<file path="config.mk">
export PLATFORM = sky130hd
export DESIGN_NAME = calo_jet_energy_breakdown_unit
export DESIGN_NICKNAME = d
export VERILOG_FILES = /design/src/design/cjeb_pkg.sv /design/src/design/calo_jet_energy_breakdown_unit.sv /design/src/design/cjeb_accum.sv /design/src/design/cjeb_divider.sv
export SDC_FILE = /design/constraint.sdc
export NUM_CORES = 1
export LEC_CHECK = 0
export ABC_AREA = 1
export BUFFER_PORTS_ARGS = -buffer_cell sky130_fd_sc_hd__buf_2
export CAP_MARGIN = 15
export CORE_AREA = 4 4 357 271
export DETAILED_ROUTE_END_ITERATION = 8
export DIE_AREA = 0 0 361 275
export GPL_ROUTABILITY_DRIVEN = 0
export MAX_ROUTING_LAYER = met4
export SETUP_SLACK_MARGIN = 0.4
export SYNTH_ARGS = -nofsm -noshare
export SYNTH_HDL_FRONTEND = slang
export SYNTH_SLANG_ARGS = --single-unit
</file>
<file path="constraint.sdc">
create_clock -name clk_i -period 4.63 [get_ports clk_i]
set_input_delay 0.463 -clock clk_i [delete_from_list [all_inputs] [get_ports clk_i]]
set_output_delay 0.463 -clock clk_i [all_outputs]
set_load 0.005 [all_outputs]
</file>
<file path="src/design/cjeb_pkg.sv">
// Package for the calorimeter jet energy breakdown unit.
// Holds the sequencer states, region codes, register indexes and divider status type.
// No dependencies.
`default_nettype none

package cjeb_pkg;

  localparam int unsigned RingBits = 6;
  localparam int unsigned EtaBits  = 7;
  localparam int unsigned CfgIdxBits = 2;

  typedef enum logic [CfgIdxBits-1:0] {
    CFG_BARREL_LAST  = 2'd0,
    CFG_ENDCAP_LAST  = 2'd1,
    CFG_FORWARD_LAST = 2'd2
  } cjeb_cfg_idx_e;

  typedef enum logic [1:0] {
    REGION_BARREL  = 2'd0,
    REGION_ENDCAP  = 2'd1,
    REGION_FORWARD = 2'd2,
    REGION_NONE    = 2'd3
  } cjeb_region_e;

  typedef enum logic [2:0] {
    ST_IDLE,
    ST_HAD_START,
    ST_HAD_WAIT,
    ST_EM_START,
    ST_EM_WAIT,
    ST_OUT
  } cjeb_state_e;

  typedef struct packed {
    logic busy;
    logic done;
  } cjeb_div_status_t;

endpackage

`default_nettype wire

</file>
<file path="src/design/calo_jet_energy_breakdown_unit.sv">
// Calorimeter jet energy breakdown unit: top level with sequencer and result register.
// Towers without the last flag are accepted back to back while idle. A last tower is
// followed by two divisions on the shared divider, hadronic then EM fraction, and a
// load into the result register once the last result is taken, then input reopens.
// Reset restores the ring limits to 16, 29 and 41 and clears all per-jet sums.
// Depends on cjeb_pkg, cjeb_accum and cjeb_divider.
`default_nettype none

module calo_jet_energy_breakdown_unit import cjeb_pkg::*; #(
  parameter int unsigned ENERGY_BITS   = 16,
  parameter int unsigned SUM_BITS      = 24,
  parameter int unsigned FRACTION_BITS = 16
) (
  input  wire logic                      clk_i,
  input  wire logic                      rst_ni,
  input  wire logic                      cfg_wr_en_i,
  input  wire logic [CfgIdxBits-1:0]     cfg_idx_i,
  input  wire logic [RingBits-1:0]       cfg_wdata_i,
  input  wire logic                      in_valid_i,
  output logic                           in_ready_o,
  input  wire logic signed [EtaBits-1:0] eta_ring_i,
  input  wire logic [ENERGY_BITS-1:0]    em_energy_i,
  input  wire logic [ENERGY_BITS-1:0]    had_energy_i,
  input  wire logic [ENERGY_BITS-1:0]    outer_energy_i,
  input  wire logic                      tower_valid_i,
  input  wire logic                      last_tower_i,
  output logic                           out_valid_o,
  input  wire logic                      out_ready_i,
  output logic [SUM_BITS-1:0]            outer_sum_o,
  output logic [SUM_BITS-1:0]            barrel_had_sum_o,
  output logic [SUM_BITS-1:0]            endcap_had_sum_o,
  output logic [SUM_BITS-1:0]            forward_had_sum_o,
  output logic [SUM_BITS-1:0]            forward_em_sum_o,
  output logic [SUM_BITS-1:0]            barrel_em_sum_o,
  output logic [SUM_BITS-1:0]            endcap_em_sum_o,
  output logic [FRACTION_BITS-1:0]       had_fraction_o,
  output logic [FRACTION_BITS-1:0]       em_fraction_o,
  output logic [ENERGY_BITS-1:0]         max_em_tower_o,
  output logic [ENERGY_BITS-1:0]         max_had_tower_o
);

  localparam int unsigned OperBits = SUM_BITS + 1;

  cjeb_state_e            state_q, state_d;
  logic [RingBits-1:0]    barrel_last_q, endcap_last_q, forward_last_q;
  logic                   in_fire, load, div_start;
  logic [SUM_BITS-1:0]    em_total, had_total, outer_sum;
  logic [SUM_BITS-1:0]    region_had [3];
  logic [SUM_BITS-1:0]    region_em [3];
  logic [ENERGY_BITS-1:0] max_em, max_had;
  logic [OperBits-1:0]    div_num, div_den;
  cjeb_div_status_t       div_st;
  logic [FRACTION_BITS-1:0] quotient, had_frac_q;
  logic                   out_valid_q;

  assign in_fire = in_valid_i && in_ready_o;

  always_ff @(posedge clk_i or negedge rst_ni) begin
    if (!rst_ni) begin
      barrel_last_q  <= RingBits'(16);
      endcap_last_q  <= RingBits'(29);
      forward_last_q <= RingBits'(41);
    end else if (cfg_wr_en_i) begin
      case (cfg_idx_i)
        CFG_BARREL_LAST:  barrel_last_q  <= cfg_wdata_i;
        CFG_ENDCAP_LAST:  endcap_last_q  <= cfg_wdata_i;
        CFG_FORWARD_LAST: forward_last_q <= cfg_wdata_i;
        default: ;
      endcase
    end
  end

  cjeb_accum #(
    .ENERGY_BITS(ENERGY_BITS),
    .SUM_BITS   (SUM_BITS)
  ) u_accum (
    .clk_i              (clk_i),
    .rst_ni             (rst_ni),
    .clear_i            (load),
    .add_i              (in_fire && tower_valid_i),
    .eta_ring_i         (eta_ring_i),
    .em_energy_i        (em_energy_i),
    .had_energy_i       (had_energy_i),
    .outer_energy_i     (outer_energy_i),
    .barrel_last_ring_i (barrel_last_q),
    .endcap_last_ring_i (endcap_last_q),
    .forward_last_ring_i(forward_last_q),
    .em_total_o         (em_total),
    .had_total_o        (had_total),
    .outer_sum_o        (outer_sum),
    .region_had_o       (region_had),
    .region_em_o        (region_em),
    .max_em_o           (max_em),
    .max_had_o          (max_had)
  );

  assign div_den = OperBits'(had_total) + OperBits'(em_total);
  assign div_num = (state_q == ST_HAD_START) ? OperBits'(had_total) : OperBits'(em_total);

  cjeb_divider #(
    .OPER_BITS(OperBits),
    .FRAC_BITS(FRACTION_BITS)
  ) u_divider (
    .clk_i     (clk_i),
    .rst_ni    (rst_ni),
    .start_i   (div_start),
    .num_i     (div_num),
    .den_i     (div_den),
    .status_o  (div_st),
    .quotient_o(quotient)
  );

  always_comb begin
    state_d    = state_q;
    in_ready_o = 1'b0;
    div_start  = 1'b0;
    load       = 1'b0;
    case (state_q)
      ST_IDLE: begin
        in_ready_o = 1'b1;
        if (in_valid_i && last_tower_i) begin
          state_d = ST_HAD_START;
        end
      end
      ST_HAD_START: begin
        div_start = 1'b1;
        state_d   = ST_HAD_WAIT;
      end
      ST_HAD_WAIT: begin
        if (div_st.done) begin
          state_d = ST_EM_START;
        end
      end
      ST_EM_START: begin
        div_start = 1'b1;
        state_d   = ST_EM_WAIT;
      end
      ST_EM_WAIT: begin
        if (div_st.done) begin
          state_d = ST_OUT;
        end
      end
      ST_OUT: begin
        if (!out_valid_q || out_ready_i) begin
          load    = 1'b1;
          state_d = ST_IDLE;
        end
      end
      default: state_d = ST_IDLE;
    endcase
  end

  always_ff @(posedge clk_i or negedge rst_ni) begin
    if (!rst_ni) begin
      state_q     <= ST_IDLE;
      out_valid_q <= 1'b0;
    end else begin
      state_q <= state_d;
      if (load) begin
        out_valid_q <= 1'b1;
      end else if (out_ready_i) begin
        out_valid_q <= 1'b0;
      end
    end
  end

  always_ff @(posedge clk_i) begin
    if (state_q == ST_HAD_WAIT && div_st.done) begin
      had_frac_q <= quotient;
    end
    if (load) begin
      outer_sum_o       <= outer_sum;
      barrel_had_sum_o  <= region_had[REGION_BARREL];
      endcap_had_sum_o  <= region_had[REGION_ENDCAP];
      forward_had_sum_o <= region_had[REGION_FORWARD];
      forward_em_sum_o  <= region_em[REGION_FORWARD];
      barrel_em_sum_o   <= region_em[REGION_BARREL];
      endcap_em_sum_o   <= region_em[REGION_ENDCAP];
      had_fraction_o    <= had_frac_q;
      em_fraction_o     <= quotient;
      max_em_tower_o    <= max_em;
      max_had_tower_o   <= max_had;
    end
  end

  assign out_valid_o = out_valid_q;

  a_last_closes_input: assert property (@(posedge clk_i) disable iff (!rst_ni)
    in_fire && last_tower_i |=> !in_ready_o)
    else $error("input still open after last tower transfer");

  a_done_only_waiting: assert property (@(posedge clk_i) disable iff (!rst_ni)
    div_st.done |-> (state_q == ST_HAD_WAIT || state_q == ST_EM_WAIT))
    else $error("divider finished outside a wait state");

  a_clear_after_load: assert property (@(posedge clk_i) disable iff (!rst_ni)
    load |=> (em_total == '0 && had_total == '0 && max_em == '0 && max_had == '0))
    else $error("per-jet state not cleared after result load");

  a_fractions_bounded: assert property (@(posedge clk_i) disable iff (!rst_ni)
    out_valid_o |-> ((FRACTION_BITS+1)'(had_fraction_o) + (FRACTION_BITS+1)'(em_fraction_o)
                     <= {1'b1, {FRACTION_BITS{1'b0}}}))
    else $error("fractions exceed one");

endmodule

`default_nettype wire

</file>
<file path="src/design/cjeb_accum.sv">
// Per-jet accumulators: region classification, saturating sums and tower maxima.
// Depends on cjeb_pkg.
`default_nettype none

module cjeb_accum import cjeb_pkg::*; #(
  parameter int unsigned ENERGY_BITS = 16,
  parameter int unsigned SUM_BITS    = 24
) (
  input  wire logic                       clk_i,
  input  wire logic                       rst_ni,
  input  wire logic                       clear_i,
  input  wire logic                       add_i,
  input  wire logic signed [EtaBits-1:0]  eta_ring_i,
  input  wire logic [ENERGY_BITS-1:0]     em_energy_i,
  input  wire logic [ENERGY_BITS-1:0]     had_energy_i,
  input  wire logic [ENERGY_BITS-1:0]     outer_energy_i,
  input  wire logic [RingBits-1:0]        barrel_last_ring_i,
  input  wire logic [RingBits-1:0]        endcap_last_ring_i,
  input  wire logic [RingBits-1:0]        forward_last_ring_i,
  output logic [SUM_BITS-1:0]             em_total_o,
  output logic [SUM_BITS-1:0]             had_total_o,
  output logic [SUM_BITS-1:0]             outer_sum_o,
  output logic [SUM_BITS-1:0]             region_had_o [3],
  output logic [SUM_BITS-1:0]             region_em_o [3],
  output logic [ENERGY_BITS-1:0]          max_em_o,
  output logic [ENERGY_BITS-1:0]          max_had_o
);

  localparam int unsigned AddBits = ((SUM_BITS > ENERGY_BITS) ? SUM_BITS : ENERGY_BITS) + 1;

  function automatic logic [SUM_BITS-1:0] sat_add(input logic [SUM_BITS-1:0] acc,
                                                  input logic [ENERGY_BITS-1:0] val);
    logic [AddBits-1:0] s;
    s = AddBits'(acc) + AddBits'(val);
    sat_add = (|s[AddBits-1:SUM_BITS]) ? '1 : s[SUM_BITS-1:0];
  endfunction

  logic [EtaBits-1:0]     eta_raw;
  logic [EtaBits-1:0]     abs_eta;
  cjeb_region_e           region;
  logic [SUM_BITS-1:0]    em_total_q, had_total_q, outer_q;
  logic [SUM_BITS-1:0]    region_had_q [3];
  logic [SUM_BITS-1:0]    region_em_q [3];
  logic [ENERGY_BITS-1:0] max_em_q, max_had_q;

  always_comb begin
    eta_raw = eta_ring_i;
    abs_eta = eta_raw[EtaBits-1] ? (EtaBits'(0) - eta_raw) : eta_raw;
    if (abs_eta <= {1'b0, barrel_last_ring_i}) begin
      region = REGION_BARREL;
    end else if (abs_eta <= {1'b0, endcap_last_ring_i}) begin
      region = REGION_ENDCAP;
    end else if (abs_eta <= {1'b0, forward_last_ring_i}) begin
      region = REGION_FORWARD;
    end else begin
      region = REGION_NONE;
    end
  end

  always_ff @(posedge clk_i or negedge rst_ni) begin
    if (!rst_ni) begin
      em_total_q  <= '0;
      had_total_q <= '0;
      outer_q     <= '0;
      max_em_q    <= '0;
      max_had_q   <= '0;
      for (int i = 0; i < 3; i++) begin
        region_had_q[i] <= '0;
        region_em_q[i]  <= '0;
      end
    end else if (clear_i) begin
      em_total_q  <= '0;
      had_total_q <= '0;
      outer_q     <= '0;
      max_em_q    <= '0;
      max_had_q   <= '0;
      for (int i = 0; i < 3; i++) begin
        region_had_q[i] <= '0;
        region_em_q[i]  <= '0;
      end
    end else if (add_i) begin
      em_total_q  <= sat_add(em_total_q, em_energy_i);
      had_total_q <= sat_add(had_total_q, had_energy_i);
      outer_q     <= sat_add(outer_q, outer_energy_i);
      if (em_energy_i > max_em_q) begin
        max_em_q <= em_energy_i;
      end
      if (had_energy_i > max_had_q) begin
        max_had_q <= had_energy_i;
      end
      for (int i = 0; i < 3; i++) begin
        if (region == cjeb_region_e'(2'(i))) begin
          region_had_q[i] <= sat_add(region_had_q[i], had_energy_i);
          region_em_q[i]  <= sat_add(region_em_q[i], em_energy_i);
        end
      end
    end
  end

  assign em_total_o  = em_total_q;
  assign had_total_o = had_total_q;
  assign outer_sum_o = outer_q;
  assign max_em_o    = max_em_q;
  assign max_had_o   = max_had_q;
  assign region_had_o = region_had_q;
  assign region_em_o  = region_em_q;

endmodule

`default_nettype wire

</file>
<file path="src/design/cjeb_divider.sv">
// Shared restoring divider: one quotient bit per cycle, num * 2^FRAC_BITS / den.
// Zero divisor gives zero, num >= den saturates. Depends on cjeb_pkg.
`default_nettype none

module cjeb_divider import cjeb_pkg::*; #(
  parameter int unsigned OPER_BITS = 25,
  parameter int unsigned FRAC_BITS = 16
) (
  input  wire logic                 clk_i,
  input  wire logic                 rst_ni,
  input  wire logic                 start_i,
  input  wire logic [OPER_BITS-1:0] num_i,
  input  wire logic [OPER_BITS-1:0] den_i,
  output cjeb_div_status_t          status_o,
  output logic [FRAC_BITS-1:0]      quotient_o
);

  localparam int unsigned CntBits = $clog2(FRAC_BITS);
  localparam logic [CntBits-1:0] LastStep = CntBits'(FRAC_BITS - 1);

  logic                 busy_q, done_q, zero_q, full_q;
  logic [CntBits-1:0]   cnt_q;
  logic [OPER_BITS-1:0] rem_q, den_q;
  logic [FRAC_BITS-1:0] quo_q;
  logic [OPER_BITS:0]   rem_shift;
  logic                 take;

  assign rem_shift = {rem_q, 1'b0};
  assign take      = rem_shift >= {1'b0, den_q};

  always_ff @(posedge clk_i or negedge rst_ni) begin
    if (!rst_ni) begin
      busy_q <= 1'b0;
      done_q <= 1'b0;
      cnt_q  <= '0;
    end else begin
      done_q <= busy_q && (cnt_q == LastStep);
      if (start_i) begin
        busy_q <= 1'b1;
        cnt_q  <= '0;
      end else if (busy_q) begin
        if (cnt_q == LastStep) begin
          busy_q <= 1'b0;
        end
        cnt_q <= cnt_q + CntBits'(1);
      end
    end
  end

  always_ff @(posedge clk_i) begin
    if (start_i) begin
      rem_q  <= num_i;
      den_q  <= den_i;
      quo_q  <= '0;
      zero_q <= (den_i == '0);
      full_q <= (num_i >= den_i);
    end else if (busy_q) begin
      rem_q <= take ? OPER_BITS'(rem_shift - {1'b0, den_q}) : rem_shift[OPER_BITS-1:0];
      quo_q <= {quo_q[FRAC_BITS-2:0], take};
    end
  end

  assign quotient_o    = zero_q ? '0 : (full_q ? '1 : quo_q);
  assign status_o.busy = busy_q;
  assign status_o.done = done_q;

endmodule

`default_nettype wire
</file>
==> results by stage <==
Routing:
- For this block, the initial DRC count from the detailed router was 2823.
- Dividing the detail-routed via count by the number of cells gives 5.18.
- The routed design has 111000 um of wire.
- The via count of the routed design is 32.6k.
- The pre-antenna-repair detailed-routing pass consisted of 8 iterations.
- The remaining design rule violation count is 0.
- Once detail routing completed, the nets flagged for antenna violations numbered 0.
- After detailed routing, the average wire length per cell comes to 17.6 um.

Min path:
- In this run the worst hold path is classified as in2reg.

Placement:
- The count of buffers from port buffering is 303.
- The HPWL reported at the end of detailed placement is 83300 um.
- The placed instances occupy a cell area of 0.0399 mm2.
- Prior to clock tree synthesis, the placed netlist has a worst setup slack of 1.05 ns.

STA:
- Subtracting the final worst setup slack from the clock period gives 3.32 ns.
- The worst hold slack after final layout is 0.0807 ns.
- The transition time at the pin with the least slew margin is 1.14 ns.
- Setup repair after global routing left no endpoint under its margin.
- The part of the cycle the worst path needs is 71.8%.
- The final number of hold-violating endpoints is 0.
- The setup total negative slack is 0 ns.
- The final setup violation count is 0.
- The worst-case headroom to the max-slew limit is 23.9%.
- Timing would allow up to 0.301 GHz.
- The final number of max-transition violations is 0.
- The clock skew is 0.0254 ns.
- In the post-route analysis, the smallest setup slack over all paths is 1.31 ns.

Setup path:
- Data on the critical path arrives at its endpoint at 3.72 ns.
- The slowest stage of the critical path belongs to the cell sky130_fd_sc_hd__dfrtp_1.
- By startpoint and endpoint, the worst setup path is classified as reg2reg.
- Among cell families on the critical path, the largest total delay comes from simple AND/OR/NAND/NOR gates.
- STA classifies the critical path endpoint as a flop.
- Traced cell by cell, the critical path runs through ha_1 -> fa_1 -> nand3_1 -> nand2_1 -> nand3_1 -> nand3_1 -> nand3_1 -> nand3_1 -> nand2_1 -> inv_1 -> ha_1 -> nand2_1 -> inv_1 -> nand4_1 -> nor2_1 -> nand3_1 -> nand3_1 -> a21oi_1 -> nand3_1 -> nand2_1 -> inv_1.
- The most used cell along the critical path is sky130_fd_sc_hd__nand3_1.
- The critical path contains buffers and inverters numbering 3 combined.
- The required time of the worst setup path is 5.03 ns.
- STA classifies the critical path startpoint as a flop.
- The delay of the slowest critical-path stage is 0.46 ns.
- Of all nets on the critical path, the largest fanout is 4.

Floorplanning:
- The horizontal die dimension is 361 um.
- The full die area is 0.0993 mm2.
- The floorplan has 97 rows.
- The number of top-level design ports is 304.
- The region available for standard cell placement spans 0.0931 mm2.
- The overall die height is 275 um.
- The initial core utilization is 39.7%.

Yosys:
- In this run, synthesis inferred 300 flip-flops with an integrated enable.
- The share of synthesized registers carrying an async set or reset is 46.6%.
- The number of synthesis warnings is 0.
- The most used flip-flop cell after synthesis is sky130_fd_sc_hd__edfxtp_1.
- The synthesized netlist devotes 10.2% of its cell area to compound gates.
- Summing the areas of all and, or, nand and nor instances in the mapped netlist gives 26.6% of the synthesized area.
- After synthesis, the largest family of logic cells by area is simple AND/OR/NAND/NOR gates.
- Counting flops and latches in the post-synthesis netlist gives 592.
- After Yosys synthesis, XOR and XNOR cells account for 3.03% of the synthesized area.
- The synthesized instance count is 4683.
- The synthesized area divided by synthesized cell count is 7.90 um2.
- Of the total synthesized cell area, the portion taken by full adders, half adders and majority gates is 9.66%.
- In this run, distinct cell masters in the synthesized netlist total 55.
- The fraction of the yosys area taken by sequential cells is 43.9%.
- The post-synthesis net count is 5032.
- The synthesized area is 0.0370 mm2.
- The portion of netlist area occupied by mux cells is 0%.

Pwr:
- The proportion of power drawn by flip-flops and latches is 33.7%.
- The worst-case vdd ir drop is 314 uV.
- Net switching is 43.3% of the power.
- Of the total power, combinational logic draws 45.3%.
- For this design the total switching power over the nets is 11.1 mW.
- The share of power burned in the clock network is 21.0%.
- The internal power of the cells totals 14.5 mW.
- The leakage component of the power is 20.8 nW.
- Dividing total power by cell area gives a power density of 606 mW/mm2.

Flow run:
- The number of violations of the max-capacitance limit is 0.

Global route:
- The number of global-route vias before repair is 30.9k.
- The global-route usage over all layers is 22.8%.
- The first global-routing pass estimated 175000 um of wire.
- The largest net degree at the start of global routing is 97.
- Global routing finished with a remaining overflow of 0.
- The number of antenna violations at the first check in global routing is 0.

Clock network:
- The H-tree was split into 3 levels.
- The clock passes through at most 3 buffers.
- TritonCTS built the clock tree.
- The number of buffers inserted during clock tree synthesis is 67.
- The register clock-pin slew on the reported worst setup and hold paths is 0.06 ns.
- The clock latency of the later-clocked register in the worst-skew pair is 0.66 ns.
- The number of sinks on the clock net is 592.
- The number of resized instances in the post-cts repair step is 0.
- The buffer cell driving the clock tree root is sky130_fd_sc_hd__clkbuf_16.

Cells and area:
- The final layout contains 5351 nets.
- From synthesis to final layout, the design area changed by 13.9%.
- Summing all non-filler instances in the final layout gives an area of 0.0421 mm2.
- Of the cells placed in the final design, the portion with a size suffix greater than 1 is 9.61%.

Status:
- The flow ran to the end, and the final reports show no timing, DRC or antenna violations.
[routing by layer]
layer / global-route usage (%) / share of wire, % / vias to the layer above
met3: 5.06 / 7.6 / 158
li1: - / - / 16301
met4: 6.78 / 2.9 / 0
met1: 32.3 / 48 / 15097
met5: - / 0 / -
met2: 32.7 / 41 / 1029
[cells in the final DEF, fill, tap and decap left out, drive strengths merged, types with 101 or more instances in the layout]
master / Yosys / routed
a21oi: 298 / 298
buf: 53 / 336
dfrtp: 268 / 268
edfxtp: 300 / 300
ha: 268 / 268
inv: 529 / 536
nand2: 1475 / 1475
nand3: 345 / 345
nor2: 332 / 332
o21ai: 331 / 331
xor2: 101 / 101
[final timing paths]
kind	startpoint	to	slack, ns	cells past startpoint
worst max-delay path	u_accum.had_total_o[0]	u_divider.full_q	1.31	21
worst min-delay path	cfg_wdata_i[0]	forward_last_q[0]	0.08	3
worst max register to register	u_accum.had_total_o[0]	u_divider.full_q	1.31	21
worst min register to register	had_frac_q[14]	had_fraction_o[14]	0.41	0
max in group asynchronous	rst_ni	u_accum.outer_sum_o[15]	3.06	3
min in group asynchronous	rst_ni	endcap_last_q[1]	0.40	2
[registers in the layout (all words and copies together), names as in the netlist, 24 cells and up]
name / count
u_accum.outer_sum_o: 24
u_divider.den_q: 25
forward_em_sum_o: 24
barrel_had_sum_o: 24
u_accum.had_total_o: 24
outer_sum_o: 24
barrel_em_sum_o: 24
u_divider.rem_q: 25
u_accum.region_em_o: 72
u_accum.em_total_o: 24
forward_had_sum_o: 24
u_accum.region_had_o: 72
endcap_had_sum_o: 24
endcap_em_sum_o: 24
[cell usage after synthesis (30+ instances only)]
cell type                  instances  area [um2]
sky130_fd_sc_hd__nor3_1           54         270
sky130_fd_sc_hd__inv_1           526        1970
sky130_fd_sc_hd__o21ai_0         303        1520
sky130_fd_sc_hd__nand2_1        1474        5530
sky130_fd_sc_hd__nand3_1         339        1700
sky130_fd_sc_hd__buf_2            30         150
sky130_fd_sc_hd__ha_1            268        3350
sky130_fd_sc_hd__nor2_1          326        1220
sky130_fd_sc_hd__a21oi_1         295        1480
sky130_fd_sc_hd__edfxtp_1        300        9010
sky130_fd_sc_hd__dfrtp_1         268        6710
sky130_fd_sc_hd__nand4_1          87         544
sky130_fd_sc_hd__xor2_1          101         885
[through the flow]
step | instances | power, mW | utilization, %
5_1_grt | 6293 | 27.6 | 45.3
6_report | 6294 | 25.5 | 45.3
4_1_cts | 6293 | 25.6 | 45.3
2_1_floorplan | 4683 | 16.4 | -
3_5_place_dp | 6169 | 20.1 | 42.9
3_3_place_gp | 6169 | 20.0 | 42.9
[power by group through the flow]
stage | Combinational [mW] | Clock [mW] | Sequential (mW)
2_1_floorplan | 8.05 | 0 | 8.31
3_3_place_gp | 11.3 | 0 | 8.69
3_5_place_dp | 11.4 | 0 | 8.70
4_1_cts | 11.5 | 5.52 | 8.62
5_1_grt | 13.1 | 5.75 | 8.77
6_report | 11.6 | 5.36 | 8.61
[kinds of logic after synthesis]
kind of cell / Yosys count
XOR/XNOR: 128
AO/OA/AOI/OAI: 712
adder cells (fa/ha/maj): 279
AND/OR/NAND/NOR: 2355
buffers and inverters: 617
flip-flops: 592
[layout make-up]
| class | count | area, um2 |
|---|---|---|
| Tap cell | 1237 | 1550 |
| Multi-Input combinational cell | 3474 | 18400 |
| Clock inverter | 36 | 385 |
| Sequential cell | 592 | 16200 |
| Inverter | 530 | 2000 |
| Clock buffer | 87 | 1810 |
| Timing Repair Buffer | 337 | 1800 |
| Fill cell | 9270 | 50900 |
| Antenna cell | 1 | 2.50 |
[tightest hold or removal path, cell delays in order]
cell and delay, ns:
sky130_fd_sc_hd__buf_2 0.10, sky130_fd_sc_hd__inv_1 0.07, sky130_fd_sc_hd__o21ai_0 0.09
[timing repair]
action                                  CTS  global route
endpoints found under the setup margin    0             0
hold endpoints to repair                 84             0
setup buffers                             0             0
hold buffers                              1             0
Power figures use the tool's default switching activity.
